**config.mk**
```make
export PLATFORM = sky130hd
export DESIGN_NAME = bpc_press
export DESIGN_NICKNAME = d
export VERILOG_FILES = /design/src/design/bpc_pkg.sv /design/src/design/bpc_press.sv
export SDC_FILE = /design/constraint.sdc
export NUM_CORES = 2
export LEC_CHECK = 0
export ABC_AREA = 1
export BUFFER_PORTS_ARGS = -buffer_cell sky130_fd_sc_hd__buf_2
export CORE_MARGIN = 2
export CORE_UTILIZATION = 35
export CTS_CLUSTER_DIAMETER = 120
export CTS_CLUSTER_SIZE = 20
export DETAILED_ROUTE_END_ITERATION = 16
export GPL_TIMING_DRIVEN = 0
export PLACE_DENSITY_LB_ADDON = 0.3
export SYNTH_ARGS = -nofsm -noshare
export SYNTH_HDL_FRONTEND = slang
export SYNTH_SLANG_ARGS = --single-unit
export TNS_END_PERCENT = 50
```
**constraint.sdc**
```tcl
create_clock -name clk -period 7.15 [get_ports clk]
set_clock_uncertainty 0.1 [all_clocks]
set_input_delay 0 -clock clk [delete_from_list [all_inputs] [get_ports clk]]
set_output_delay 0 -clock clk [all_outputs]
set_load 0.02 [all_outputs]
```
**src/design/bpc_pkg.sv**
```systemverilog
`default_nettype none

package bpc_pkg;

	// Pipeline depth and the role of each stage.
	localparam int NUM_STAGES = 9;
	localparam int STG_DT     = 0;
	localparam int STG_MUL    = 1;
	localparam int STG_SHIFT  = 2;
	localparam int STG_SQ     = 3;
	localparam int STG_CORR   = 4;
	localparam int STG_SUB    = 5;
	localparam int STG_PART   = 6;
	localparam int STG_SUM    = 7;
	localparam int STG_OUT    = 8;

	// Calibration register indexes.
	localparam int CFG_IDX_W = 3;
	localparam logic [CFG_IDX_W-1:0] REG_PRESSURE_SENSITIVITY   = 3'd0;
	localparam logic [CFG_IDX_W-1:0] REG_PRESSURE_OFFSET        = 3'd1;
	localparam logic [CFG_IDX_W-1:0] REG_SENSITIVITY_TEMP_COEFF = 3'd2;
	localparam logic [CFG_IDX_W-1:0] REG_OFFSET_TEMP_COEFF      = 3'd3;
	localparam logic [CFG_IDX_W-1:0] REG_REFERENCE_TEMPERATURE  = 3'd4;
	localparam logic [CFG_IDX_W-1:0] REG_TEMPERATURE_COEFF      = 3'd5;

	// Reference temperature of 20.00 degrees, and the distance from it down to -15.00 degrees.
	localparam logic signed [18:0] TEMP_REF    = 19'sd2000;
	localparam logic signed [18:0] LOW_MARGIN  = 19'sd3500;
	localparam logic signed [17:0] LOW_DELTA   = -18'sd3500;

	typedef struct packed {
		logic [23:0] raw_pressure;
		logic [23:0] raw_temperature;
	} in_word_t;

	typedef struct packed {
		logic signed [18:0] temperature;
		logic signed [31:0] pressure;
	} out_word_t;

	typedef struct packed {
		logic [15:0] pressure_sensitivity;
		logic [15:0] pressure_offset;
		logic [15:0] sensitivity_temp_coeff;
		logic [15:0] offset_temp_coeff;
		logic [15:0] reference_temperature;
		logic [15:0] temperature_coeff;
	} cal_t;

	// Per-stage load enables from the pipeline control.
	typedef struct packed {
		logic [NUM_STAGES-1:0] en;
	} ctl_t;

	// Word handed from the compensation stages to the pressure stages.
	typedef struct packed {
		logic [23:0]        raw_pressure;
		logic signed [18:0] temperature;
		logic [39:0]        offset;
		logic [39:0]        sensitivity;
	} mid_t;

endpackage

`default_nettype wire

```
**src/design/bpc_press.sv**
```systemverilog
`default_nettype none

module bpc_press
	import bpc_pkg::*;
(
	input  wire logic clk,
	input  wire ctl_t ctl,
	input  wire mid_t mid,
	output out_word_t out_data
);

	// Stage 7: the 24 by 40 bit product as two partial products.
	logic [43:0]        plo_s7;
	logic signed [44:0] phi_s7;
	logic [39:0]        off_s7;
	logic [18:0]        tout_s7;

	always_ff @(posedge clk) begin
		if (ctl.en[STG_PART]) begin
			plo_s7  <= mid.raw_pressure * mid.sensitivity[19:0];
			phi_s7  <= $signed({1'b0, mid.raw_pressure}) * $signed(mid.sensitivity[39:20]);
			off_s7  <= mid.offset;
			tout_s7 <= mid.temperature;
		end
	end

	// Stage 8: recombine; the full product always fits in 64 bits.
	logic [63:0] prod_s8;
	logic [39:0] off_s8;
	logic [18:0] tout_s8;

	always_ff @(posedge clk) begin
		if (ctl.en[STG_SUM]) begin
			prod_s8 <= {phi_s7[43:0], 20'h00000} + {20'h00000, plo_s7};
			off_s8  <= off_s7;
			tout_s8 <= tout_s7;
		end
	end

	// Stage 9: scale, remove the offset, scale again and keep the low 32 bits.
	logic [43:0] diff_c;

	assign diff_c = {prod_s8[63], prod_s8[63:21]} - {{4{off_s8[39]}}, off_s8};

	out_word_t out_s9;

	always_ff @(posedge clk) begin
		if (ctl.en[STG_OUT]) begin
			out_s9.temperature <= tout_s8;
			out_s9.pressure    <= {{3{diff_c[43]}}, diff_c[43:15]};
		end
	end

	assign out_data = out_s9;

endmodule

`default_nettype wire

```
Word level (Yosys, flattened, before mapping)
Index checks and enable logic that the tools add are counted.
{"block": "totals", "reg_bits": 318, "latch_bits": 0, "mem_bits_rw": 0, "rom_bits": 0, "elab_cells": 13, "mem_count": 0}
{"block": "classes", "addsub": 2, "n_mul": 2, "div_mod_pow": 0, "n_lt_le_gt_ge": 0, "n_eq_ne": 0, "shift": 0, "mux": 0, "bitwise": 0, "reduce_logical": 0}
{"op": "adder 64 x 44 -> 64 bit", "n": 1}
{"op": "multiplier 24 x 20 -> 44 bit", "n": 1}
{"op": "multiplier 25 x 20 -> 44 bit", "n": 1}
{"op": "subtractor 43 x 40 -> 44 bit", "n": 1}

Depth between registers and ports, before layout
{"block": "logic_depth", "word_depth": 1, "depth_mapped": 28, "mapped_depth_nobuf": 27}

Worst setup path before layout
Ideal clock, no wire load.
{"block": "synth_timing", "path_kind": "input to register", "startpoint": "input port mid[5] (netlist name)", "endpoint": "register plo_s7[40] (data pin)", "setup_time_ps": 253, "arrival_time_ps": 5233, "t_required_ps": 6797, "setup_slack_ps": 1564, "path_stages": 24, "path_cell_list": "clkbuf_1 -> nand2_1 -> fa_1 -> inv_1 -> fa_1 -> inv_1 -> fa_1 -> inv_1 -> fa_1 -> fa_1 -> fa_1 -> inv_1 -> fa_1 -> inv_1 -> ha_1 -> nand2_1 -> nor2_1 -> inv_2 -> nor2_2 -> inv_1 -> nor3_1 -> nand3_1 -> nand4_1 -> nand2_1"}
{"block": "synth_between", "elab_chain_cells": 1}
{"element": "start, declared", "line": "bpc_press.sv:8", "text": "input wire mid_t mid,"}
{"element": "multiplier 24 x 20 -> 44 bit", "line": "bpc_press.sv:20", "text": "plo_s7 <= mid.raw_pressure * mid.sensitivity[19:0];"}
{"element": "end signal, assigned", "line": "bpc_press.sv:20"}
{"element": "end, declared", "line": "bpc_press.sv:13", "text": "logic [43:0] plo_s7;"}
No other way between the ends.
A chain may end at the register's enable or synchronous reset.

Final worst setup path
{"block": "layout_timing", "startpoint": "input port mid[117] (netlist name)", "endpoint": "register plo_s7[24] (data pin)"}
Same word-level chain as after synthesis.

==> impl_metrics.tcl <==
set metrics [dict create \
    drt-vias-per-instance 4.80 \
    drtPass1Iterations 5 \
    crit_arrival_ps 6840 \
    cp-end-kind "register" \
    slowest_delay_ps 1050 \
    grt_pass1_vias 38789 \
    cts_htree_levels 1 \
    reg2reg_from "off_s8[23]$_DFFE_PP_" \
    clock_sinks 277 \
    maxSlewHeadroom_pct -3.50 \
    cts_setup_buffers 0 \
    startpoint "mid[117]" \
    avgSynthCellArea_um2 8.12 \
    core_mm2 0.133 \
    finalSetupTns_ps 0 \
    synth-compound-area-share_pct 4.56 \
    crit_path_frequent_cell "fa_1" \
    syn_nets 7074 \
    cp_top_family "adder cells" \
    fp.dieH_um 370 \
    ys_seq_area_share_pct 17.8 \
    grt_max_degree 75 \
    synth_adder_area_share_pct 44.0 \
    period_needed_ps 6630 \
    critPathSlowestCell "clkbuf_1" \
    final_cell_mix "1569 x inv_1, 1549 x nand2_1, 785 x fa_1" \
    path_buf_inv 8 \
    fmax_mhz 151 \
    fin_crit_sh_pct 92.7 \
    nets 7312 \
    syn2layout_area_growth_pct 8.79 \
    gp_congestion 0.977 \
    antenna_found_initial 5 \
    drive_gt1_share_pct 4.22 \
    final_hold_viol_count 0 \
    wl_per_cell_um 20.2 \
    final_common_cell "inv_1" \
    drt_iter0_markers 2720 \
    worstPathRequired_ps 7360 \
    path_clk_slew_ps 80 \
    cts_tree "built" \
    ys_ff_latch 277 \
    place_inst 7689 \
    hold_path_depth 2 \
    crit_chain "clkbuf_1 > nand2_1 > inv_1 > fa_1 > fa_1 > inv_1 > fa_1 > inv_1 > fa_1 > fa_1 > fa_1 > inv_1 > fa_1 > inv_1 > ha_1 > nand2_1 > nor2_1 > inv_2 > nor2_2 > inv_1 > nor3_1 > a21oi_1 > xnor2_1" \
    cts-root-buf "clkbuf_16" \
    ioPinCount 184 \
    tightest_slew_ps 1550 \
    hp-class "input pin to register" \
    clock_latency_ps 510 \
    drc_errors 0 \
    grt_pass1_wl_um 237000 \
    synth-xor-area-share_pct 1.67 \
    port_buffers 155 \
    netlist_instances 5764 \
    multi_input_area_mm2 0.0318 \
    grtUsageTotal_pct 23.1 \
    slew_violations 11 \
    synth_mux_area_share_pct 0 \
    synth_area_mm2 0.0468 \
    dpl.hpwl_um 131000 \
    cp_num_cells 23 \
    rr_worst_depth 10 \
    std_cell_rows 134 \
    status "finished with violations" \
    die-area_mm2 0.137 \
    endpoint "plo_s7[24]$_DFFE_PP_" \
    die_w_um 370 \
    synthDistinctLibCells 56 \
    fill_cells 13947 \
    cp_max_fo 10 \
    cts_resized 0 \
    setup_viol 0 \
    seq_area_mm2 0.00832 \
    critPathKind "input pin to register" \
    drv_cap 1 \
    yosys.area_share.simple_pct 17.7 \
    numCtsBuffers 17 \
    rsz0062_at_grt "false" \
    cp-start-kind "input pin" \
    yosysWarnings 0 \
    synth_top_family_by_area "adder cells" \
    ant_nets 0 \
    wirelength_um 157000 \
    stdcell_count 7771 \
    violations "capacitance limit, slew limit" \
    overflow 0 \
    vias 37328 \
    r2r_setup_slack_ps 4720 \
    rr_endpoint "out_data[23]$_DFFE_PP_" \
    cts_buffer_depth 3 \
    start_util_pct 35.2 \
]
-- what timing repair did --
action,CTS,global route
hold buffers,63,0
endpoints found under the setup margin,0,14
endpoints found under the hold margin,159,0
-- layer usage --
layer  vias to the layer above  global-route usage (%)  wire length (um)
li1                      17412                       -                 -
met1                     18269                    30.6             65900
met2                      1346                    37.9             71100
met3                       299                    4.10             12600
met4                         2                    8.51              7120
met5                         -                       0                14
-- synthesized netlist by cell type, drive strengths merged --
| cell | instances | area, um2 |
|---|---|---|
| a211oi | 1 | 7.51 |
| a21boi | 7 | 56.3 |
| a21o | 22 | 165 |
| a21oi | 192 | 972 |
| a31o | 2 | 17.5 |
| a31oi | 7 | 43.8 |
| and2 | 1 | 6.26 |
| and3 | 3 | 18.8 |
| buf | 7 | 38.8 |
| clkbuf | 173 | 649 |
| clkinv | 5 | 18.8 |
| edfxtp | 277 | 8320 |
| fa | 785 | 15700 |
| ha | 392 | 4900 |
| inv | 1591 | 5970 |
| nand2 | 1554 | 5850 |
| nand2b | 1 | 6.26 |
| nand3 | 127 | 641 |
| nand3b | 6 | 48.8 |
| nand4 | 36 | 225 |
| nor2 | 282 | 1100 |
| nor3 | 35 | 216 |
| nor3b | 2 | 15.0 |
| nor4 | 6 | 73.8 |
| o211ai | 5 | 42.5 |
| o21a | 17 | 128 |
| o21ai | 107 | 554 |
| o21bai | 15 | 128 |
| o22ai | 2 | 12.5 |
| o311ai | 1 | 8.76 |
| or2 | 13 | 81.3 |
| or3 | 1 | 6.26 |
| xnor2 | 20 | 175 |
| xor2 | 69 | 604 |
-- stage by stage --
stage	util (%)	instance area, um2	hold WS (ps)	setup slack [ps]
final	38.3	50900	102	519
after global routing	38.3	50900	91.4	219
after CTS	38.3	50900	77.7	123
after detailed placement	37.5	49900	78.1	-392
after global placement	37.4	49800	77.8	-404
after floorplan	-	46800	-1.13	1560
-- cell type report --
class                      count  area share (%)
antenna                        2         0.00983
timing repair buffer         220            2.89
tap                         1768            4.34
clock buffer                  17           0.835
sequential                   277            16.3
clock inverter                 1         0.00983
multi-input combinational   3711            62.5
inverter                    1596            11.8
buffer                       179            1.35
-- flip-flops by register name (all words and copies together), names as in the netlist --
register  cells
out_data     48
tout_s8      19
phi_s7       44
tout_s7      19
off_s7       40
plo_s7       24
prod_s8      43
off_s8       40
-- how the worst min path moves through the flow --
stage,start,to
2_1_floorplan,mid[40],off_s7[0]$_DFFE_PP_
6_report,mid[62],off_s7[22]$_DFFE_PP_
3_5_place_dp,mid[54],off_s7[14]$_DFFE_PP_
5_1_grt,mid[93],tout_s7[13]$_DFFE_PP_
3_3_place_gp,mid[93],tout_s7[13]$_DFFE_PP_
4_1_cts,mid[57],off_s7[17]$_DFFE_PP_
-- kinds of logic after synthesis --
group                      after synthesis
DFF                                    277
AOI/OAI and AO/OA                      378
xor gates and xnor gates                89
adders and majority gates             1177
and+or+nand+nor                       2067
buffers and inverters                 1776
Power is left out: the tool's default activity adds up to more than one toggle a clock period on the data nets, which glitch-free logic cannot reach.
