==> config.mk <==
export PLATFORM = sky130hd
export DESIGN_NAME = bpc_cfg
export DESIGN_NICKNAME = d
export VERILOG_FILES = /design/src/design/bpc_pkg.sv /design/src/design/bpc_cfg.sv
export SDC_FILE = /design/constraint.sdc
export NUM_CORES = 1
export LEC_CHECK = 0
export ABC_CLOCK_PERIOD_IN_PS = 800
export BUFFER_PORTS_ARGS = -buffer_cell sky130_fd_sc_hd__buf_2
export CORE_AREA = 2 2 99 91
export CTS_CLUSTER_DIAMETER = 100
export DETAILED_ROUTE_END_ITERATION = 10
export DIE_AREA = 0 0 101 93
export PLACE_DENSITY = 0.84
export SLEW_MARGIN = 40
export SYNTH_ARGS = -nofsm -noshare
export SYNTH_HDL_FRONTEND = slang
export SYNTH_SLANG_ARGS = --single-unit
export TNS_END_PERCENT = 30
==> constraint.sdc <==
create_clock -name clk -period 0.8 [get_ports clk]
set_input_delay 0.12 -clock clk [delete_from_list [all_inputs] [get_ports clk]]
set_output_delay 0.12 -clock clk [all_outputs]
set_load 0.05 [all_outputs]
==> src/design/bpc_pkg.sv <==
`default_nettype none

package bpc_pkg;

	// Pipeline depth and the role of each stage.
	localparam int NUM_STAGES = 9;
	localparam int STG_DT     = 0;
	localparam int STG_MUL    = 1;
	localparam int STG_SHIFT  = 2;
	localparam int STG_SQ     = 3;
	localparam int STG_CORR   = 4;
	localparam int STG_SUB    = 5;
	localparam int STG_PART   = 6;
	localparam int STG_SUM    = 7;
	localparam int STG_OUT    = 8;

	// Calibration register indexes.
	localparam int CFG_IDX_W = 3;
	localparam logic [CFG_IDX_W-1:0] REG_PRESSURE_SENSITIVITY   = 3'd0;
	localparam logic [CFG_IDX_W-1:0] REG_PRESSURE_OFFSET        = 3'd1;
	localparam logic [CFG_IDX_W-1:0] REG_SENSITIVITY_TEMP_COEFF = 3'd2;
	localparam logic [CFG_IDX_W-1:0] REG_OFFSET_TEMP_COEFF      = 3'd3;
	localparam logic [CFG_IDX_W-1:0] REG_REFERENCE_TEMPERATURE  = 3'd4;
	localparam logic [CFG_IDX_W-1:0] REG_TEMPERATURE_COEFF      = 3'd5;

	// Reference temperature of 20.00 degrees, and the distance from it down to -15.00 degrees.
	localparam logic signed [18:0] TEMP_REF    = 19'sd2000;
	localparam logic signed [18:0] LOW_MARGIN  = 19'sd3500;
	localparam logic signed [17:0] LOW_DELTA   = -18'sd3500;

	typedef struct packed {
		logic [23:0] raw_pressure;
		logic [23:0] raw_temperature;
	} in_word_t;

	typedef struct packed {
		logic signed [18:0] temperature;
		logic signed [31:0] pressure;
	} out_word_t;

	typedef struct packed {
		logic [15:0] pressure_sensitivity;
		logic [15:0] pressure_offset;
		logic [15:0] sensitivity_temp_coeff;
		logic [15:0] offset_temp_coeff;
		logic [15:0] reference_temperature;
		logic [15:0] temperature_coeff;
	} cal_t;

	// Per-stage load enables from the pipeline control.
	typedef struct packed {
		logic [NUM_STAGES-1:0] en;
	} ctl_t;

	// Word handed from the compensation stages to the pressure stages.
	typedef struct packed {
		logic [23:0]        raw_pressure;
		logic signed [18:0] temperature;
		logic [39:0]        offset;
		logic [39:0]        sensitivity;
	} mid_t;

endpackage

`default_nettype wire

==> src/design/bpc_cfg.sv <==
`default_nettype none

module bpc_cfg
	import bpc_pkg::*;
(
	input  wire logic                 clk,
	input  wire logic                 arst_n,
	input  wire logic                 cfg_valid,
	output logic                      cfg_ready,
	input  wire logic [CFG_IDX_W-1:0] cfg_index,
	input  wire logic [15:0]          cfg_data,
	output cal_t                      cal
);

	cal_t cal_q;

	// Writes are always taken; an index past the last register is dropped.
	assign cfg_ready = 1'b1;
	assign cal       = cal_q;

	always_ff @(posedge clk or negedge arst_n) begin
		if (!arst_n) begin
			cal_q <= '0;
		end else if (cfg_valid) begin
			unique case (cfg_index)
				REG_PRESSURE_SENSITIVITY:   cal_q.pressure_sensitivity   <= cfg_data;
				REG_PRESSURE_OFFSET:        cal_q.pressure_offset        <= cfg_data;
				REG_SENSITIVITY_TEMP_COEFF: cal_q.sensitivity_temp_coeff <= cfg_data;
				REG_OFFSET_TEMP_COEFF:      cal_q.offset_temp_coeff      <= cfg_data;
				REG_REFERENCE_TEMPERATURE:  cal_q.reference_temperature  <= cfg_data;
				REG_TEMPERATURE_COEFF:      cal_q.temperature_coeff      <= cfg_data;
				default: begin
				end
			endcase
		end
	end

endmodule

`default_nettype wire

Yosys cells after proc, flatten, opt, wreduce, memory -nomap -nowiden

Index checks and enable logic that the tools add are counted.
Widths: inputs -> output; s select.

Bits of input ports: 22
Output and inout port bits: 97
Word-level logic and storage cells: 18
Register bits after elaboration: 96

Eq/ne operators: 5
Reductions and logical operators: 7

Operator list:

| cell               | count |
|---|---|
| $reduce_and 2->1   | 6 |
| $eq 3x2->1 const B | 2 |
| $eq 3x3->1 const B | 2 |
| $eq 3x1->1 const B | 1 |
| $logic_not 3->1    | 1 |

Longest topological paths before layout

Gate-level depths: netlist of the first run.

Word-level depth: 2
Mapped depth: 5
Depth with buffers taken out: 2

Worst setup path before layout of the first run

OpenSTA, ideal clock, no wires.

Path type: input-to-reg
From: input cfg_index[0]
To: register cal_q (netlist bit cal[80])
Path buffers: 2
Stages: 4
Data arrival time: 1.183 ns
Setup slack: -0.508 ns
Cell sequence: buf_6 > nor4b_4 > buf_6 > mux2_2

Longest elaborated chain between the ends: 2

Ends and longest elaborated chain:

| what                              | line          | source |
|---|---|---|
| start, declared                   | bpc_cfg.sv:10 | `input wire logic [CFG_IDX_W-1:0] cfg_index,` |
| $logic_not 3->1                   | bpc_cfg.sv:25 | `unique case (cfg_index)` |
| $reduce_and 2->1 (no source line) | --            |  |
| end, declared                     | bpc_cfg.sv:15 | `cal_t cal_q;` |

No other way between the ends.
A chain may end at the register's enable or synchronous reset.

Worst setup path in the final report of the first run

From: register cal_q (netlist bit cal[29])
To: output cal[29] (netlist bit)

RTL lines:

| what          | line          | source |
|---|---|---|
| end, declared | bpc_cfg.sv:12 | `output cal_t cal` |

No word-level cell between the ends.

==> results of run 1 <==
## report_power, final
part / switching (uW) / internal, uW / total, uW
sequential: 885 / 5920 / 6810
clock: 1830 / 1290 / 3120
combinational: 5180 / 3740 / 8920
## synthesized netlist by cell type
library cell,count
buf_8,1
buf_2,2
mux2_2,95
buf_4,1
nand4b_2,2
buf_6,7
mux2_1,1
and4bb_2,2
conb_1,1
dfrtp_1,96
and4bb_1,1
nor4b_4,1
## what timing repair did
item                                    in CTS  in global routing
endpoints found under the setup margin     176                163
setup buffers                               15                 19
gates resized for setup                    219                 22
pin swaps                                    1                  1
hold endpoints to repair                    96                  0
hold buffers                                 1                  0
## cells in the final DEF (no fill, tap or decap)
cell type | netlist | routed
buf_6 | 7 | 99
dfrtp_1 | 96 | 96
mux2_4 | 0 | 51
mux2_2 | 95 | 45
buf_4 | 1 | 43
buf_2 | 2 | 16
clkbuf_8 | 0 | 10
buf_12 | 0 | 9
and4bb_2 | 2 | 3
buf_8 | 1 | 3
inv_6 | 0 | 2
nor4b_4 | 1 | 1
nand4b_4 | 0 | 1
nand4b_2 | 2 | 1
conb_1 | 1 | 1
clkinvlp_4 | 0 | 1
inv_8 | 0 | 1
clkinv_8 | 0 | 1
clkinv_4 | 0 | 1
dlygate4sd3_1 | 0 | 1
clkbuf_4 | 0 | 1
## kinds of logic after synthesis
family	after synthesis	share of synthesized area [%]
mux	96	29.3
flops	96	65.1
buf+inv	11	3.02
simple gates	6	2.48
other cells	1	0.102
## worst max-delay path by stage
stage / endpoint / slack (ns)
3_5_place_dp: cal[95] / -0.48
5_1_grt: cal[29] / -0.34
4_1_cts: cal[85] / -0.30
3_3_place_gp: cal[64] / -0.45
2_1_floorplan: cal[80] / -0.50
6_report: cal[29] / -0.30
## final cells by class
| type | instances | area [um2] | share of cell area, % |
|---|---|---|---|
| clock buffers | 10 | 138 | 2.35 |
| repair buffers | 172 | 1760 | 30.0 |
| flip-flops and latches | 96 | 2400 | 41.0 |
| clock inverters | 6 | 61.3 | 1.05 |
| multi-input cells | 103 | 1380 | 23.5 |
| well taps | 102 | 128 | 2.18 |
## routing by layer
| layer | vias to the layer above | wire (um) | part of all wire (%) |
|---|---|---|---|
| li1 | 1088 | - | - |
| met1 | 1298 | 4120 | 40 |
| met2 | 99 | 5390 | 52 |
| met3 | 12 | 694 | 6.7 |
| met4 | 0 | 130 | 1.3 |
| met5 | - | 0 | 0 |
## through the flow
step | cells | total power, uW | area, um2 | hold slack [ns] | TNS [ns]
after floorplan | 210 | 11500 | 3760 | -0.176 | -30.24
after global placement | 438 | 13100 | 4620 | -0.00192 | -39.41
after detailed placement | 438 | 13200 | 4620 | -0.000980 | -41.54
after CTS | 470 | 18300 | 5640 | 0.0348 | -27.82
after global routing | 489 | 19500 | 5870 | 0.0476 | -33.46
final | 489 | 18800 | 5870 | 0.0628 | -29.03
==> results.cfg, run 1 <==
[critical_path]
cp.arrival_ns = 0.98
crit_path_cell_trace = buf_6
worstSetupStartpointType = flop
r2r-end = cal[59]
path_max_fanout = 2
critPathKind = reg2out
cp.depth = 1
cp_slowest_cell = dfrtp_1
crit_buf_inv = 1
rr_worst_depth = 3
critPathMaxStageDelay_ns = 0.43
cp-startpoint = cal[29]
cp.required_ns = 0.68
cp_top_family = flip-flops
reg2reg_slack_ns = -0.26
worstSetupEndpointType = output pin
r2r-start = cal[59]

[detailed_routing]
vias_per_cell = 5.11
initialDrtViolationCount = 73
wl_per_cell_um = 21.1
postRouteWirelength_um = 10300
vias = 2497
dr.pass1.iters = 4
drtAntennaViolNets = 0
drc = 0

[floorplan]
die_y_um = 93
start_util_pct = 43.9
die_w_um = 101
die_area_um2 = 9390
io_pins = 119
core_area_um2 = 8410
fp-row-count = 32

[hold_path]
whs_endpoint = cal[28]
hp-class = in2reg
holdCritStartpoint = cfg_data[12]
worstHoldPathCells = 2

[synth]
syn-num-nets = 232
yosys_warnings = 0
synthTopCellsByArea = dfrtp_1 65%, mux2_2 29%, buf_6 2.1%
yosysTopAreaCellShare_pct = 65.1
synthesis.area_um2 = 3690
avgSynthCellArea_um2 = 17.6
ys_ff_latch = 96
synth_largest_area_cell = dfrtp_1
seq_area_frac_synth_pct = 65.1
ys_types = 12
synthCells = 210

[clocking]
cts_buffer_depth = 2
cts_buffers = 9
cts_root_buffer = clkbuf_8
cts_htree_levels = 3
clock_latency_ns = 0.35
cts_tree = built
clock_sinks = 96
clkTransAtPathRegs_ns = 0.11

[pwr]
ir_drop_uv = 2060
p_per_area_nw_per_um2 = 3210
power_leakage_uw = 0.00284

[place]
place.gp.congestion = 0.780
io_buffers = 117
dp_hpwl_um = 5930
pre_cts_ws_ns = -0.482

[global_route]
met2_usage_pct = 36.7
grt_use_met1_pct = 25.0
grt_pass1_wl_um = 14900
grt_pass1_vias = 2671
grtUsageMet3_pct = 7.70
grt_max_degree = 38
grt-busiest-layer = met2
antenna_found_initial = 0
grt.overflow.total = 0
grt_usage_pct = 21.1

[timing]
hold_viol = 0
layout_worst_path_cycle_share_pct = 137
setup_violations = 160
fmaxAchievable_mhz = 913
rsz0062_at_grt = yes
period_needed_ns = 1.10
maxSlewViolCount = 0
worst_clock_skew_ns = 0
setup_ws_ns = -0.295

[final_layout]
layout.nets = 404
largest_reg_flops = 96
diodes = 0
utilization_pct = 69.8
nFillCells = 508
drive_gt1_share_pct = 74.7
area_growth_pct = 59.0

[run]
cap_violations = 0

[outcome]
violations = setup timing
status = finished, violations left
(Power assumes the default switching activity.)
==> run 2, diff against run 1 <==
--- a/config.mk
+++ b/config.mk
@@ -7,10 +7,12 @@
 export LEC_CHECK = 0
 export ABC_CLOCK_PERIOD_IN_PS = 800
 export BUFFER_PORTS_ARGS = -buffer_cell sky130_fd_sc_hd__buf_2
-export CORE_AREA = 2 2 99 91
+export CELL_PAD_IN_SITES_DETAIL_PLACEMENT = 0
+export CELL_PAD_IN_SITES_GLOBAL_PLACEMENT = 1
+export CORE_AREA = 2 2 109 100
 export CTS_CLUSTER_DIAMETER = 100
 export DETAILED_ROUTE_END_ITERATION = 10
-export DIE_AREA = 0 0 101 93
+export DIE_AREA = 0 0 111 102
 export PLACE_DENSITY = 0.84
 export SLEW_MARGIN = 40
 export SYNTH_ARGS = -nofsm -noshare
==> run 2 against run 1 <==
The run still ends with setup timing left. Setup slack improved by 0.046 ns. Die area rose by 21%. Clock skew did not move. Hold slack improved by 0.029 ns. Non-clock buffer count fell by 14. Total power rose by 4.1%. Combinational power fell by 2.8%. Critical path depth did not move. First-iteration DRC count fell by 15%. Critical path type unchanged.
==> results.cfg, run 2 (same netlist as run 1, synthesis figures left out) <==
[clocking]
cts_buffers = 9
cts_tree = built
cts_buffer_depth = 2
clock_latency_ns = 0.34
cts_htree_levels = 3
cts_root_buffer = clkbuf_16
clock_sinks = 96
clkTransAtPathRegs_ns = 0.07

[final_layout]
final_cell_mix = 100 x buf_6, 96 x dfrtp_1, 56 x mux2_4
final_common_cell = buf_6
largest_reg_flops = 96
area_growth_pct = 59.7
drive_gt1_share_pct = 73.5
finalNonFillerCells = 502
layout.nets = 390
diodes = 0
fin_area_um2 = 5890

[detailed_routing]
drc = 0
drtAntennaViolNets = 0
vias = 2389
initialDrtViolationCount = 62
dr.pass1.iters = 4
wl_per_cell_um = 18.7
vias_per_cell = 4.76
postRouteWirelength_um = 9390

[place]
io_buffers = 117
place.gp.congestion = 0.801
dpl_cell_area_um2 = 4580
pre_cts_ws_ns = -0.501
dp_cells = 459
dp_hpwl_um = 6170

[critical_path]
crit_buf_inv = 1
cp_slowest_cell = dfrtp_1
critPathMaxStageDelay_ns = 0.42
cp.required_ns = 0.68
crit_path_cell_trace = buf_6
r2r-start = cal[18]
cp-startpoint = cal[93]
cp.arrival_ns = 0.93
reg2reg_slack_ns = -0.14
worstSetupEndpointType = output pin
critPathKind = reg2out
path_max_fanout = 2
cp_top_family = flip-flops
worstSetupStartpointType = flop

[timing]
setup_violations = 163
hold_viol = 0
layout_worst_path_cycle_share_pct = 131
worst_clock_skew_ns = 0
fmaxAchievable_mhz = 953
rsz0062_at_grt = yes
setup_ws_ns = -0.249
maxSlewViolCount = 0
period_needed_ns = 1.05

[hold_path]
hp-class = in2reg
holdCritStartpoint = cfg_data[0]

[global_route]
antenna_found_initial = 0
grt_pass1_vias = 2539
grt_usage_pct = 17.1
grt_pass1_wl_um = 14700
grt_max_degree = 44
grt.overflow.total = 0

[pwr]
power_leakage_uw = 0.00282
ir_drop_uv = 2090
p_per_area_nw_per_um2 = 3330

[floorplan]
die_y_um = 102
io_pins = 119
fp-row-count = 35
die_w_um = 111
die_area_um2 = 11300
core_area_um2 = 10100
start_util_pct = 36.5

[outcome]
status = finished, violations left
violations = setup timing

[run]
cap_violations = 0
-- run 2: cell count changes in the layout (fill, tap and decap cells not counted), sizes merged --
cell,change
clkbuf,-1
buf,-14
inv,+1
-- run 2: path summary, 6_finish.rpt --
kind | endpoint | cells past startpoint
max | cal[93] | 1
min | cal[80] | 2
max reg2reg | cal[18] | 2
min reg2reg | cal[82] | 1
max in group asynchronous | cal[57] | 3
min in group asynchronous | cal[35] | 2
-- run 2: stage by stage --
step	power (uW)	TNS [ns]	util (%)	hold slack [ns]
3_3_place_gp	13100	-38.74	45.3	0.00214
2_1_floorplan	11500	-30.24	-	-0.176
4_1_cts	19400	-25.31	56.5	0.0703
3_5_place_dp	13200	-41.15	45.3	0.00517
5_1_grt	20300	-29.11	58.3	0.0875
6_report	19600	-25.33	58.3	0.0921
-- run 2: where the power goes --
group | internal (uW) | switching [uW] | leakage (uW)
logic | 3640 | 5030 | 0.00152
clock network | 2190 | 1980 | 0.000142
registers | 5930 | 845 | 0.00115
-- run 2: metal layers --
layer / routed length, um / vias to the layer above / track usage (%)
li1: - / 1063 / -
met1: 4240 / 1228 / 22.3
met2: 4370 / 91 / 26.9
met3: 696 / 7 / 7.06
met4: 72 / 0 / 4.04
met5: 0 / - / 0
-- run 2: final cells by class --
type                       instances  area [um2]
fill                             757        4220
tap                              129         161
multi-input combinational        103        1390
clock inverter                     7        63.8
clock buffer                       9         225
sequential                        96        2400
timing repair buffer             158        1650
-- run 2: what timing repair did --
item	4_1_cts	5_1_grt
gates resized for setup	231	20
pin swaps	1	1
endpoints found under the hold margin	96	0
setup endpoints to repair	176	163
hold buffers	1	0
setup buffers	13	13
-- run 2: worst reg2reg max path, cell delays in order, from the launching register on --
cell	delay [ns]
dfrtp_1	0.41
buf_4	0.14
mux2_2	0.27
==> run 3, diff against run 2 <==
--- a/config.mk
+++ b/config.mk
@@ -9,11 +9,11 @@
 export BUFFER_PORTS_ARGS = -buffer_cell sky130_fd_sc_hd__buf_2
 export CELL_PAD_IN_SITES_DETAIL_PLACEMENT = 0
 export CELL_PAD_IN_SITES_GLOBAL_PLACEMENT = 1
-export CORE_AREA = 2 2 109 100
+export CORE_AREA = 2 2 112 103
 export CTS_CLUSTER_DIAMETER = 100
 export DETAILED_ROUTE_END_ITERATION = 10
-export DIE_AREA = 0 0 111 102
-export PLACE_DENSITY = 0.84
+export DIE_AREA = 0 0 114 105
+export PLACE_DENSITY = 0.8
 export SLEW_MARGIN = 40
 export SYNTH_ARGS = -nofsm -noshare
 export SYNTH_HDL_FRONTEND = slang
==> run 3 against run 2 <==
Maximum frequency grew 0.82%. The run still ends with setup timing left. Sequential power is essentially flat. Hold slack lost 0.0036 ns. First-iteration DRC count grew 89%. Register-to-register slack gained 0.02 ns. Core utilization shrank 3.4 points. Combinational power grew 0.8%. Critical endpoint is now cal[81]. Critical path depth is the same. Via count shrank 1.1%.
==> results.cfg, run 3 (same netlist as run 1, synthesis figures left out) <==
[hold_path]
whs_endpoint = cal[57]
hp-class = in2reg
worstHoldPathCells = 2
holdCritStartpoint = cfg_data[9]

[critical_path]
worstSetupStartpointType = flop
cp-startpoint = cal[81]
reg2reg_slack_ns = -0.12
worstSetupEndpointType = output pin
cp_slowest_cell = dfrtp_1
cp_top_family = flip-flops
rr_worst_depth = 2
cp.required_ns = 0.68
critPathMaxStageDelay_ns = 0.41
crit_buf_inv = 1
critPathKind = reg2out
crit_path_cell_trace = buf_6
cp.arrival_ns = 0.92
path_max_fanout = 2
r2r-start = cal[73]
r2r-end = cal[73]

[global_route]
grt_usage_pct = 16.7
grt_max_degree = 34
grt_pass1_vias = 2565
grt.overflow.total = 0
grt_pass1_wl_um = 15000
antenna_found_initial = 0

[final_layout]
layout.nets = 391
nFillCells = 869
drive_gt1_share_pct = 72.8
fin_area_um2 = 5890
largest_reg_flops = 96
final_common_cell = buf_6
multi_input_area_um2 = 1410
area_growth_pct = 59.5
final_cell_mix = 99 x buf_6, 96 x dfrtp_1, 61 x mux2_4
area.sequential_um2 = 2400
diodes = 0

[pwr]
power.switching_uw = 7590
switching_share_pct = 38.6
p_per_area_nw_per_um2 = 3340
ir_drop_uv = 2070
intPower_uw = 12100
p_seq_share_pct = 34.5
p_comb_share_pct = 44.4
clkPwrFrac_pct = 21.1
power_leakage_uw = 0.00282
p_total_uw = 19700

[detailed_routing]
wl_per_cell_um = 18.7
met2WireLength_um = 4350
met3_length_um = 750
drtAntennaViolNets = 0
vias_per_cell = 4.69
met1Wirelength_um = 4250
vias = 2363
postRouteWirelength_um = 9440
dr.pass1.iters = 4
drc = 0
top_layer = met4
initialDrtViolationCount = 117

[timing]
hold_viol = 0
setup_ws_ns = -0.240
fmaxAchievable_mhz = 961
rsz0062_at_grt = yes
layout_worst_path_cycle_share_pct = 130
fin_hold_ws_ns = 0.0885
period_needed_ns = 1.04
maxSlewViolCount = 0
setup_violations = 164
worst_clock_skew_ns = 0

[place]
dpl_cell_area_um2 = 4580
dp_hpwl_um = 5800
pre_cts_ws_ns = -0.488
io_buffers = 117
place.gp.congestion = 0.701

[clocking]
cts_root_buffer = clkbuf_16
cts_buffer_depth = 2
clock_latency_ns = 0.34
cts_htree_levels = 3
cts_tree = built
clkTransAtPathRegs_ns = 0.06
cts_buffers = 9
clock_sinks = 96

[floorplan]
core_area_um2 = 10700
io_pins = 119
start_util_pct = 34.4
fp-row-count = 36
die_w_um = 114
die_y_um = 105
die_area_um2 = 12000

[run]
cap_violations = 0

[outcome]
violations = setup timing
status = finished, violations left
-- run 3: cell count changes in the layout (fill, tap and decap cells not counted), moves of 2 or more --
cell      change
clkbuf_1      +2
mux2_4        +5
mux2_2        -4
buf_12        -2
inv_8         -3
buf_4         +4
-- run 3: metal layers --
metal	vias to the layer above	GRT usage, %
met5	-	0
li1	1059	-
met4	0	3.66
met1	1211	22.2
met3	8	8.12
met2	85	24.6
-- run 3: power groups by stage --
stage          Clock [uW]  Sequential [uW]  Combinational [uW]
2_1_floorplan           0            10300                1160
3_3_place_gp            0             6540                6580
3_5_place_dp            0             6560                6650
4_1_cts              4290             6760                8400
5_1_grt              4490             6880                9070
6_report             4160             6780                8740
-- run 3: layout make-up --
| cell class | count | share of cell area [%] |
|---|---|---|
| well taps | 133 | 2.83 |
| clock inverters | 1 | 0.510 |
| multi-input cells | 103 | 24.0 |
| flip-flops and latches | 96 | 40.8 |
| clock buffers | 12 | 4.19 |
| repair buffers | 159 | 27.7 |
-- run 3: repair_timing --
action	in CTS	in global routing
pin swaps	4	0
buffers inserted	11	17
hold buffers	1	0
endpoints found under the hold margin	96	0
gates resized for setup	236	11
setup endpoints to repair	162	176
-- run 3: worst max-delay path by stage --
stage                   end  slack (ns)  cells after the start
global placement    cal[88]       -0.47                      4
floorplan           cal[80]       -0.50                      4
finish              cal[81]       -0.24                      1
global route        cal[94]       -0.28                      1
detailed placement  cal[90]       -0.49                      4
CTS                 cal[81]       -0.25                      1
-- run 3: stage by stage --
stage | TNS (ns) | util [%] | std cells
4_1_cts | -25.07 | 53.3 | 487
2_1_floorplan | -30.24 | - | 210
3_3_place_gp | -38.89 | 42.7 | 462
5_1_grt | -29.38 | 54.9 | 504
6_report | -25.24 | 54.9 | 504
3_5_place_dp | -40.49 | 42.7 | 462
