--- src/design/bpc_pkg.sv ---
`default_nettype none

package bpc_pkg;

	// Pipeline depth and the role of each stage.
	localparam int NUM_STAGES = 9;
	localparam int STG_DT     = 0;
	localparam int STG_MUL    = 1;
	localparam int STG_SHIFT  = 2;
	localparam int STG_SQ     = 3;
	localparam int STG_CORR   = 4;
	localparam int STG_SUB    = 5;
	localparam int STG_PART   = 6;
	localparam int STG_SUM    = 7;
	localparam int STG_OUT    = 8;

	// Calibration register indexes.
	localparam int CFG_IDX_W = 3;
	localparam logic [CFG_IDX_W-1:0] REG_PRESSURE_SENSITIVITY   = 3'd0;
	localparam logic [CFG_IDX_W-1:0] REG_PRESSURE_OFFSET        = 3'd1;
	localparam logic [CFG_IDX_W-1:0] REG_SENSITIVITY_TEMP_COEFF = 3'd2;
	localparam logic [CFG_IDX_W-1:0] REG_OFFSET_TEMP_COEFF      = 3'd3;
	localparam logic [CFG_IDX_W-1:0] REG_REFERENCE_TEMPERATURE  = 3'd4;
	localparam logic [CFG_IDX_W-1:0] REG_TEMPERATURE_COEFF      = 3'd5;

	// Reference temperature of 20.00 degrees, and the distance from it down to -15.00 degrees.
	localparam logic signed [18:0] TEMP_REF    = 19'sd2000;
	localparam logic signed [18:0] LOW_MARGIN  = 19'sd3500;
	localparam logic signed [17:0] LOW_DELTA   = -18'sd3500;

	typedef struct packed {
		logic [23:0] raw_pressure;
		logic [23:0] raw_temperature;
	} in_word_t;

	typedef struct packed {
		logic signed [18:0] temperature;
		logic signed [31:0] pressure;
	} out_word_t;

	typedef struct packed {
		logic [15:0] pressure_sensitivity;
		logic [15:0] pressure_offset;
		logic [15:0] sensitivity_temp_coeff;
		logic [15:0] offset_temp_coeff;
		logic [15:0] reference_temperature;
		logic [15:0] temperature_coeff;
	} cal_t;

	// Per-stage load enables from the pipeline control.
	typedef struct packed {
		logic [NUM_STAGES-1:0] en;
	} ctl_t;

	// Word handed from the compensation stages to the pressure stages.
	typedef struct packed {
		logic [23:0]        raw_pressure;
		logic signed [18:0] temperature;
		logic [39:0]        offset;
		logic [39:0]        sensitivity;
	} mid_t;

endpackage

`default_nettype wire

--- src/design/bpc_ctrl.sv ---
`default_nettype none

module bpc_ctrl
	import bpc_pkg::*;
(
	input  wire logic clk,
	input  wire logic arst_n,
	input  wire logic in_valid,
	output logic      in_ready,
	output logic      out_valid,
	input  wire logic out_ready,
	output ctl_t      ctl
);

	logic [NUM_STAGES-1:0] vld_q;

	// A stage may load when it is empty or when the stage after it loads too,
	// so bubbles close up while the output is stalled.
	always_comb begin
		ctl.en[NUM_STAGES-1] = !vld_q[NUM_STAGES-1] || out_ready;
		for (int k = NUM_STAGES - 2; k >= 0; k--) begin
			ctl.en[k] = !vld_q[k] || ctl.en[k+1];
		end
	end

	assign in_ready  = ctl.en[STG_DT];
	assign out_valid = vld_q[STG_OUT];

	// Valid bits move along with the data.
	always_ff @(posedge clk or negedge arst_n) begin
		if (!arst_n) begin
			vld_q <= '0;
		end else begin
			if (ctl.en[STG_DT]) begin
				vld_q[STG_DT] <= in_valid;
			end
			for (int k = 1; k < NUM_STAGES; k++) begin
				if (ctl.en[k]) begin
					vld_q[k] <= vld_q[k-1];
				end
			end
		end
	end

endmodule

`default_nettype wire

--- config.mk ---
export PLATFORM = sky130hd
export DESIGN_NAME = bpc_ctrl
export DESIGN_NICKNAME = d
export VERILOG_FILES = /design/src/design/bpc_pkg.sv /design/src/design/bpc_ctrl.sv
export SDC_FILE = /design/constraint.sdc
export NUM_CORES = 1
export LEC_CHECK = 0
export BUFFER_PORTS_ARGS = -buffer_cell sky130_fd_sc_hd__buf_4
export CAP_MARGIN = 15
export CORE_AREA = 2 2 39 41
export CTS_CLUSTER_SIZE = 28
export DETAILED_ROUTE_END_ITERATION = 7
export DIE_AREA = 0 0 41 43
export GPL_TIMING_DRIVEN = 0
export PLACE_DENSITY = 0.62
export SETUP_SLACK_MARGIN = 0.2
export SYNTH_ARGS = -nofsm -noshare
export SYNTH_HDL_FRONTEND = slang
export SYNTH_SLANG_ARGS = --single-unit
--- constraint.sdc ---
create_clock -name clk -period 1.6 [get_ports clk]
set_input_delay 0.32 -clock clk [delete_from_list [all_inputs] [get_ports clk]]
set_output_delay 0.32 -clock clk [all_outputs]
set_load 0.02 [all_outputs]
# Word-level counts from Yosys, hierarchy flattened
# Cells that the tools add are included.
dict set report totals {
  wordCells 27
  input_bits 4
  register_bits 9
}
dict set report op_classes {
  reduce_logical 18
}
# operator n
set op_table {}
lappend op_table {{zero test 1 bit} 9}
lappend op_table {{logical OR 1 bit} 9}

# Depth between registers and ports, before layout
# Gate-level depths: netlist of run 1.
dict set report logic_depth {
  ltp_word 10
  mapped_depth 5
  ltp_nobuf 2
}

# Worst setup path after synthesis of run 1
# OpenSTA, ideal clock, no wires.
dict set report synth_path {
  path_type {reg-to-output}
  startpoint {register vld_q[8]}
  endpoint {output port ctl[0] (netlist name)}
  arrival_ns 1.421
  setup_slack_ns -0.141
  n_path_buf 3
  stages_incl_launch_ff 6
  cell_sequence {dfrtp_1 > and4b_1 > buf_6 > buf_6 > nand4_1 > buf_4}
}
dict set report synth_via {
  elab_chain_cells 10
}
# element line_no
set synth_lines {}
lappend synth_lines {{from (decl)} bpc_ctrl.sv:15} ;# logic [NUM_STAGES-1:0] vld_q;
lappend synth_lines {{from (signal, indexed assignment)} bpc_ctrl.sv:35} ;# vld_q[STG_DT] <= in_valid;
lappend synth_lines {{from (signal, indexed assignment)} bpc_ctrl.sv:39} ;# vld_q[k] <= vld_q[k-1];
lappend synth_lines {{zero test 1 bit} bpc_ctrl.sv:20} ;# ctl.en[NUM_STAGES-1] = !vld_q[NUM_STAGES-1] || out_ready;
lappend synth_lines {{logical OR 1 bit} bpc_ctrl.sv:20}
lappend synth_lines {{logical OR 1 bit (8 in a row)} bpc_ctrl.sv:22} ;# ctl.en[k] = !vld_q[k] || ctl.en[k+1];
lappend synth_lines {{to (decl)} bpc_ctrl.sv:12} ;# output ctl_t ctl
# No other way between the ends.

==> run summary, run 1 <==
Largest regs: vld_q: 9 flops
Min-delay worst type: in -> reg
CTS tree: yes
Max_slew headroom: 0.8842
CTS Buffer Depth: 2
PortBufs: 14
Via count: 341
Htree depth: 1
Crit path time final: 1739 ps
Pre-Repair DR Iteration Count: 4
Fmax: 574.9 MHz
Register area share after synthesis: 0.5660
Worst Tran Pin Value: 173.7 ps
Setup Skew: 4.307 ps
Reg2reg end: vld_q[6]
CP Launch Type: flip-flop
Die ar.: 1763 sq um
Commonest cells after routing, fill and taps aside: buf_4 (16), buf_6 (8), dfrtp_1 (7), nand2b_1 (3), clkbuf_4 (3)
Setup violators final: 8
VDD IR-drop max: 0.0005382 V
Antenna viol nets, final: 0
Core area: 1384 sq um
Worst r2r path cells: 5
Setup TNS: -929.8 ps
Synth unique cells: 16
Synth warn: 0
Clock sinks: 9
N_diodes: 0
Die width: 41 microns
Initial core utilization: 0.2875
Final core occ: 0.4711
RSZ-0062 raised after global routing: true
DPL Wire Length: 521.9 microns
Depth of the worst hold-timing path: 2
Hold Crit Endpoint: vld_q[0]
Clk Latency, worst-skew pair: 250 ps
Share of layout cells above drive strength 1: 0.6271
Worst setup EP type: primary output
Number of vias per cell: 4.547
Global-route wire length before repair: 1.214 mm
1st-iter DRT viols: 5
# DRC: 0
Crit Path Class: reg -> out
Root Buffer Master: clkbuf_4
Final net count: 64
Number of global-route vias before repair: 311
Final hold viol count: 0
Yosys reg bits: 9
Pin count of the biggest net entering global routing: 10
Cell Rows: 14
Status: finished, violations left
Initial antenna violation count: 0
Setup crit start: vld_q[8]
Cell area power density: 1260 nW/um^2
Maximum capacitance violations: 0
LEAKAGE: 0.3011 nW
Biggest register: vld_q
Post-Syn Nets: 37
Hold Startpoint: in_valid
Worst EP required: 1280 ps
Critical Path AT: 1420 ps
Part of the cycle the worst path needs: 1.087
R2R Setup Slk: 320 ps
Mean Syn Cell Area: 12.06 sq um
Violated checks: negative setup slack
Area grow syn2layout: 63.84%
Clock transition at path regs: 60 ps
Die Y: 43 microns
Most common cell after layout, fill and taps aside: buf_4
Synth Instances: 33
Wire per inst: 11.12 microns
Final worst setup slack: -139.5 ps
GRT Util Overall: 0.1067
WL final: 834 microns
Ports: 15
Total CTS buffers: 3
Remaining Overflow, GRT: 0
Critical path peak fanout: 4
Pins over their slew limit: 0
Worst r2r src: vld_q[8]
Synthesized area: 397.9 sq um
Max FFs per register: 9
Final RePlAce weighted congestion: 0.7304
==> final cells by class <==
type	instances	area, sq um
Fill cell	130	732.0
Sequential cell	9	227.7
Timing Repair Buffer	22	190.2
Multi-Input combinational cell	19	148.9
Buffer	4	35.03
Clock buffer	4	26.28
Tap cell	16	20.02
Inverter	1	3.754
==> repair_timing <==
| item | 4_1_cts | 5_1_grt |
|---|---|---|
| setup buffers | 6 | 1 |
| hold buffers | 1 | 0 |
| pin swaps | 1 | 1 |
| resized for setup | 11 | 1 |
| hold endpoints to repair | 9 | 0 |
| setup endpoints to repair | 8 | 8 |
==> worst max-delay path by stage <==
stage	end	slack [ps]	cells after the start
CTS	ctl[0]	-140	6
global route	ctl[0]	-220	6
finish	ctl[1]	-140	6
global placement	ctl[0]	-70	7
detailed placement	ctl[0]	-60	7
floorplan	ctl[0]	-80	5
==> cell usage after synthesis <==
master | count | area (sq um)
a21o_1 | 2 | 15.01
a31o_2 | 2 | 17.52
a41o_1 | 2 | 20.02
and4_1 | 1 | 8.760
and4b_1 | 1 | 10.01
buf_2 | 1 | 5.000
buf_4 | 1 | 7.510
buf_6 | 2 | 22.52
dfrtp_1 | 9 | 225.2
inv_1 | 1 | 3.750
nand2_1 | 2 | 7.510
nand2b_1 | 3 | 18.77
nand3_1 | 2 | 10.01
nand3b_1 | 1 | 7.510
nand4_1 | 2 | 12.51
or2_1 | 1 | 6.260
==> metrics by stage <==
step,setup slack (ps),total power [mW],hold WS (ps),cell area (sq um),std cells
after floorplan,-76.02,0.4657,24.41,399.1,33
after global placement,-66.29,0.5547,149.9,524.3,63
after detailed placement,-57.99,0.5570,147.8,524.3,63
after CTS,-135.7,0.8189,254.3,644.4,74
after global routing,-220.9,0.8728,252.6,651.9,75
final,-139.5,0.8216,260.4,651.9,75
==> layer usage <==
layer / vias to the layer above / routed length, microns / part of all wire / GRT usage
met2: 10 / 435 / 0.52 / 0.1625
met5: - / 0 / 0 / 0
met4: 0 / 14 / 0.017 / 0.08000
met3: 2 / 45 / 0.054 / 0.04712
met1: 159 / 338 / 0.41 / 0.1070
li1: 170 / - / - / -
==> cells by family (layout without fill, tap and decap cells) <==
| family | count (synthesis) | after routing | synth area share |
|---|---|---|---|
| AND/OR/NAND/NOR | 13 | 13 | 0.2044 |
| buffers and inverters | 5 | 31 | 0.09747 |
| AO/OA/AOI/OAI | 6 | 6 | 0.1321 |
| flip-flops | 9 | 9 | 0.5660 |
==> where the power goes <==
group	switching [mW]	leakage (nW)	total [mW]	internal, mW
combinational	0.170	0.192	0.360	0.191
clock	0.0738	0.0150	0.170	0.0958
sequential	0.0231	0.0945	0.292	0.269
total	0.267	0.301	0.822	0.555
==> critical path, stage by stage (launching register included) <==
cell,delay [ps]
dfrtp_2,390
and4b_1,210
buf_6,120
buf_6,110
buf_4,150
nand3_2,70
buf_6,110
Power figures use the tool's default switching activity.
==> run 2: changes to the inputs <==
--- a/config.mk
+++ b/config.mk
@@ -7,12 +7,14 @@
 export LEC_CHECK = 0
 export BUFFER_PORTS_ARGS = -buffer_cell sky130_fd_sc_hd__buf_4
 export CAP_MARGIN = 15
+export CELL_PAD_IN_SITES_DETAIL_PLACEMENT = 1
+export CELL_PAD_IN_SITES_GLOBAL_PLACEMENT = 1
 export CORE_AREA = 2 2 39 41
 export CTS_CLUSTER_SIZE = 28
 export DETAILED_ROUTE_END_ITERATION = 7
 export DIE_AREA = 0 0 41 43
 export GPL_TIMING_DRIVEN = 0
-export PLACE_DENSITY = 0.62
+export PLACE_DENSITY = 0.68
 export SETUP_SLACK_MARGIN = 0.2
 export SYNTH_ARGS = -nofsm -noshare
 export SYNTH_HDL_FRONTEND = slang
==> run 2 against run 1 <==
Compared with the run above:
- the run still ends with negative setup slack left
- critical path depth unchanged
- fmax is 1.5% lower
- clock skew is 0.80 ps higher
- wire length grew 26%
- non-clock buffer count rose by 3
- worst setup slack worse by 26 ps
- final cell count rose by 4.0%
- power grew 6.3%
- worst hold slack worse by 9.7 ps
==> run summary, run 2 (same netlist as run 1, synthesis figures left out) <==
Hold WS: 250.7 ps
Final worst setup slack: -165.7 ps
Remaining Overflow, GRT: 0
Setup Skew: 5.106 ps
CP cell instances: and4b_1 -> buf_6 -> buf_6 -> nand4_1 -> buf_4 -> buf_6
Fmax: 566.4 MHz
DPL Wire Length: 608.1 microns
Setup violators final: 8
Die Y: 43 microns
Crit Path Class: reg -> out
Core area: 1384 sq um
VDD IR-drop max: 0.0005527 V
Pins over their slew limit: 0
Commonest cells after routing, fill and taps aside: buf_4 (16), buf_6 (11), dfrtp_1 (6)
Root Buffer Master: clkbuf_4
Die ar.: 1763 sq um
1st-iter DRT viols: 2
Clock transition at path regs: 60 ps
LEAKAGE: 0.3191 nW
Clock sinks: 9
Setup crit start: vld_q[7]
Ports: 15
R2R Setup Slk: 270 ps
Htree depth: 1
Violated checks: negative setup slack
RSZ-0062 raised after global routing: true
Most common cell after layout, fill and taps aside: buf_4
Max FFs per register: 9
CP Launch Type: flip-flop
Cell area power density: 1272 nW/um^2
Final core occ: 0.4964
Critical Path AT: 1450 ps
Area grow syn2layout: 72.64%
# DRC: 0
PortBufs: 14
Cell Rows: 14
Hold Startpoint: in_valid
Placed insts: 63
Pin count of the biggest net entering global routing: 10
Multi-input gate area: 148.9 sq um
Largest regs: vld_q: 9 flops
Setup TNS: -1039 ps
Critical path peak fanout: 5
Reg2reg end: vld_q[4]
Global-route wire length before repair: 1.642 mm
Worst r2r src: vld_q[7]
Initial core utilization: 0.2875
Pre-Repair DR Iteration Count: 2
Final RePlAce weighted congestion: 0.6950
Worst EP required: 1280 ps
Part of the cycle the worst path needs: 1.104
Worst slack, placed: -70.45 ps
GRT Util Overall: 0.1463
Clk Latency, worst-skew pair: 260 ps
Hold Crit Endpoint: vld_q[0]
Crit-path max cell delay: 360 ps
Most used cell, CP: buf_6
WL final: 1.049 mm
Final std cells w/o fill: 78
Initial antenna violation count: 0
Wire per inst: 13.45 microns
Share of layout cells above drive strength 1: 0.6613
Worst setup EP type: primary output
Status: finished, violations left
Die width: 41 microns
Slowest CP cell: dfrtp_1
Crit path time final: 1766 ps
Depth of the worst hold-timing path: 2
CTS Buffer Depth: 2
Final net count: 67
N_diodes: 0
Maximum capacitance violations: 0
Min-delay worst type: in -> reg
Biggest register: vld_q
Number of global-route vias before repair: 349
Worst Tran Pin Value: 180.2 ps
Worst r2r path cells: 5
Final hold viol count: 0
Fillcell total: 151
Via count: 378
Total CTS buffers: 3
Max_slew headroom: 0.8799
Register area: 229.0 sq um
Antenna viol nets, final: 0
CTS tree: yes
Number of vias per cell: 4.846
[run 2: cell count changes in the layout (fill, tap and decap cells not counted), sizes merged]
cell,delta
buf,+3
[run 2: worst max path at each step]
stage | depth (start not counted) | slack, ps | end
2_1_floorplan | 5 | -80 | ctl[0]
3_3_place_gp | 7 | -60 | ctl[0]
3_5_place_dp | 7 | -70 | ctl[0]
4_1_cts | 6 | -170 | ctl[0]
5_1_grt | 5 | -250 | ctl[0]
6_report | 6 | -170 | ctl[0]
[run 2: power breakdown]
part | switching (mW) | internal (mW)
clock network | 0.0835 | 0.0963
registers | 0.0281 | 0.270
logic | 0.183 | 0.213
[run 2: cell type report]
cell class / instances / share of cell area
flip-flops and latches: 9 / 0.3333
repair buffers: 25 / 0.3260
multi-input cells: 19 / 0.2168
plain buffers: 4 / 0.05100
clock buffers: 4 / 0.03825
well taps: 16 / 0.02914
inverters: 1 / 0.005464
[run 2: worst max-delay path: cells and delay by family (launching register included)]
family | cells | cell delay, ps
flip-flops | 1 | 360
buffers and inverters | 4 | 480
AND/OR/NAND/NOR | 2 | 340
[run 2: per-stage QoR]
step / power [mW] / cell area (sq um)
floorplan: 0.4657 / 399.1
global placement: 0.5594 / 524.3
detailed placement: 0.5655 / 524.3
CTS: 0.8370 / 643.1
global route: 0.9277 / 686.9
finish: 0.8736 / 686.9
[run 2: routing by layer]
metal	vias up	GRT usage	wire, microns
met5	-	0	0
met2	9	0.1938	512
met1	194	0.1806	480
met4	0	0.08000	0
met3	0	0.08377	56
li1	175	-	-
[run 2: what timing repair did]
action | CTS | global route
pin swaps | 1 | 2
gates resized for setup | 12 | 4
setup endpoints to repair | 8 | 10
hold endpoints to repair | 9 | 0
setup buffers | 6 | 4
hold buffers | 1 | 0
==> run 3: changes to the inputs <==
--- a/config.mk
+++ b/config.mk
@@ -5,6 +5,7 @@
 export SDC_FILE = /design/constraint.sdc
 export NUM_CORES = 1
 export LEC_CHECK = 0
+export ABC_AREA = 1
 export BUFFER_PORTS_ARGS = -buffer_cell sky130_fd_sc_hd__buf_4
 export CAP_MARGIN = 15
 export CELL_PAD_IN_SITES_DETAIL_PLACEMENT = 1
@@ -14,7 +15,7 @@
 export DETAILED_ROUTE_END_ITERATION = 7
 export DIE_AREA = 0 0 41 43
 export GPL_TIMING_DRIVEN = 0
-export PLACE_DENSITY = 0.68
+export PLACE_DENSITY = 0.69
 export SETUP_SLACK_MARGIN = 0.2
 export SYNTH_ARGS = -nofsm -noshare
 export SYNTH_HDL_FRONTEND = slang
==> run 3 against run 2 <==
Compared with the run above:
- the flow still finishes with violations (negative setup slack)
- fmax grew 1.5%
- critical path depth grew 1
- wire length shrank 29%
- critical path type unchanged
- critical endpoint unchanged
- largest cell class is now registers
- highest routed layer unchanged
==> run summary, run 3 <==
Status: finished, violations left
Violated checks: negative setup slack
Number of vias per cell: 4.061
Clock sinks: 9
Share of layout cells above drive strength 1: 0.5606
Initial core utilization: 0.2848
Setup TNS: -724.9 ps
Htree depth: 1
Setup violators final: 7
Synth warn: 0
Ports: 15
Antenna viol nets, final: 0
Most common cell after layout, fill and taps aside: buf_4
Area grow syn2layout: 69.21%
Final worst setup slack: -139.2 ps
Register area share after synthesis: 0.5714
Post-Syn Nets: 43
Cell Rows: 14
Largest regs: vld_q: 9 flops
Pre-Repair DR Iteration Count: 1
Critical path peak fanout: 3
Max_slew headroom: 0.8941
CTS Buffer Depth: 2
Max FFs per register: 9
Slowest CP cell: dfrtp_1
Crit path time final: 1739 ps
Synth unique cells: 10
# DRC: 0
Initial antenna violation count: 0
Post-placement cell area: 535.5 sq um
Post-Layout Inst Area: 666.9 sq um
Min-delay worst type: in -> reg
GRT Util Overall: 0.1038
Commonest cells after routing, fill and taps aside: buf_4 (17), inv_1 (10), nand2_1 (8), dfrtp_1 (8), buf_6 (6)
Die ar.: 1763 sq um
Yosys top cell by area: dfrtp_1
Worst Tran Pin Value: 158.9 ps
Maximum capacitance violations: 0
Total CTS buffers: 3
Fillcell total: 168
Worst setup EP type: primary output
Depth of the worst hold-timing path: 3
VDD IR-drop max: 0.0005637 V
Yosys reg bits: 9
Final hold viol count: 0
WL final: 746 microns
LEAKAGE: 0.3406 nW
Pin count of the biggest net entering global routing: 10
CP Launch Type: flip-flop
Worst EP required: 1280 ps
Die Y: 43 microns
Critical Path AT: 1420 ps
Top cells by area, synth: dfrtp_1 (57%), inv_1 (10%), nand2_1 (9.5%)
Setup Skew: 1.038 ps
Via count: 333
Cell area power density: 1316 nW/um^2
Global-route wire length before repair: 1.186 mm
Fmax: 575.0 MHz
PortBufs: 14
Wire per inst: 9.098 microns
1st-iter DRT viols: 0
Final net count: 71
Part of the cycle the worst path needs: 1.087
Mean Syn Cell Area: 10.11 sq um
Core area: 1384 sq um
Synth top area share: 0.5714
EDFF count, synth: 0
RSZ-0062 raised after global routing: true
Biggest register: vld_q
Die width: 41 microns
Crit-path max cell delay: 390 ps
Top-count cell post-synth: inv_1
Synthesized area: 394.1 sq um
N_diodes: 0
Synth Instances: 39
Root Buffer Master: clkbuf_4
Worst r2r path cells: 7
CTS tree: yes
Async S/R FF share, synth: 1.000
Ys flop type: dfrtp_1
Remaining Overflow, GRT: 0
Crit Path Class: reg -> out
Synth cell count leaders: inv_1 (11), nand2_1 (10), dfrtp_1 (9), nand3_2 (2), nor2_4 (2)
Final RePlAce weighted congestion: 0.6693
Clock transition at path regs: 60 ps
DPL Wire Length: 563.5 microns
CP cell instances: nand3_4 -> nor2_4 -> nand4_4 -> nor2_4 -> nand3_4 -> buf_6 -> buf_6
Number of global-route vias before repair: 338
Clk Latency, worst-skew pair: 260 ps
Pins over their slew limit: 0
[run 3: timing repair]
action                                  in CTS  in global routing
endpoints found under the setup margin       8                  8
hold endpoints to repair                     9                  0
buffers inserted                             7                  1
pin swaps                                    4                  3
resized for setup                           10                  1
hold buffers                                 1                  0
[run 3: where the power goes]
group | total, mW | leakage [nW] | switching, mW | internal (mW)
registers | 0.317 | 0.0925 | 0.0429 | 0.274
logic | 0.387 | 0.233 | 0.194 | 0.194
clock network | 0.174 | 0.0150 | 0.0779 | 0.0960
total | 0.878 | 0.341 | 0.314 | 0.563
[run 3: path summary, 6_finish.rpt]
| check | start | end | slack, ps |
|---|---|---|---|
| max | vld_q[7] | ctl[0] | -140 |
| min | in_valid | vld_q[0] | 240 |
| max reg2reg | vld_q[8] | vld_q[5] | 330 |
| min reg2reg | vld_q[2] | vld_q[3] | 500 |
| max in group asynchronous | arst_n | vld_q[8] | 1040 |
| min in group asynchronous | arst_n | vld_q[2] | 420 |
[run 3: area by class of cell]
class / count / area (sq um) / area share
flip-flops and latches: 9 / 226.5 / 0.3396
repair buffers: 23 / 193.9 / 0.2908
well taps: 16 / 20.02 / 0.03002
clock buffers: 4 / 26.28 / 0.03940
multi-input cells: 18 / 145.1 / 0.2176
plain buffers: 1 / 11.26 / 0.01689
inverters: 11 / 43.79 / 0.06567
[run 3: kinds of logic (layout without fill, tap and decap cells)]
family	Yosys count	after routing	share of synthesized area
buf+inv	12	39	0.1238
simple gates	18	18	0.3048
flops	9	9	0.5714
[run 3: per-stage QoR]
step                      hold slack [ps]  power (mW)  setup WS, ps    util  cells
after floorplan                     24.41      0.5015        -38.42       -     39
after global placement              149.2      0.6044        -82.69  0.3870     69
final                               242.5      0.8778        -139.2  0.4819     82
after detailed placement            151.0      0.6099        -96.59  0.3870     69
after CTS                           242.2      0.8767        -208.5  0.4747     81
after global routing                256.9      0.9339        -233.5  0.4819     82
[run 3: critical path: cells and delay by family, from the launching register on]
family,cells,cell delay [ps]
AND/OR/NAND/NOR,5,540
flip-flops,1,390
buffers and inverters,2,240
[run 3: metal layers]
| metal | up-vias | track usage | part of all wire |
|---|---|---|---|
| met5 | - | 0 | 0 |
| met4 | 0 | 0.06000 | 0 |
| met3 | 0 | 0.04712 | 0.094 |
| met2 | 12 | 0.1656 | 0.52 |
| met1 | 155 | 0.1040 | 0.38 |
| li1 | 166 | - | - |
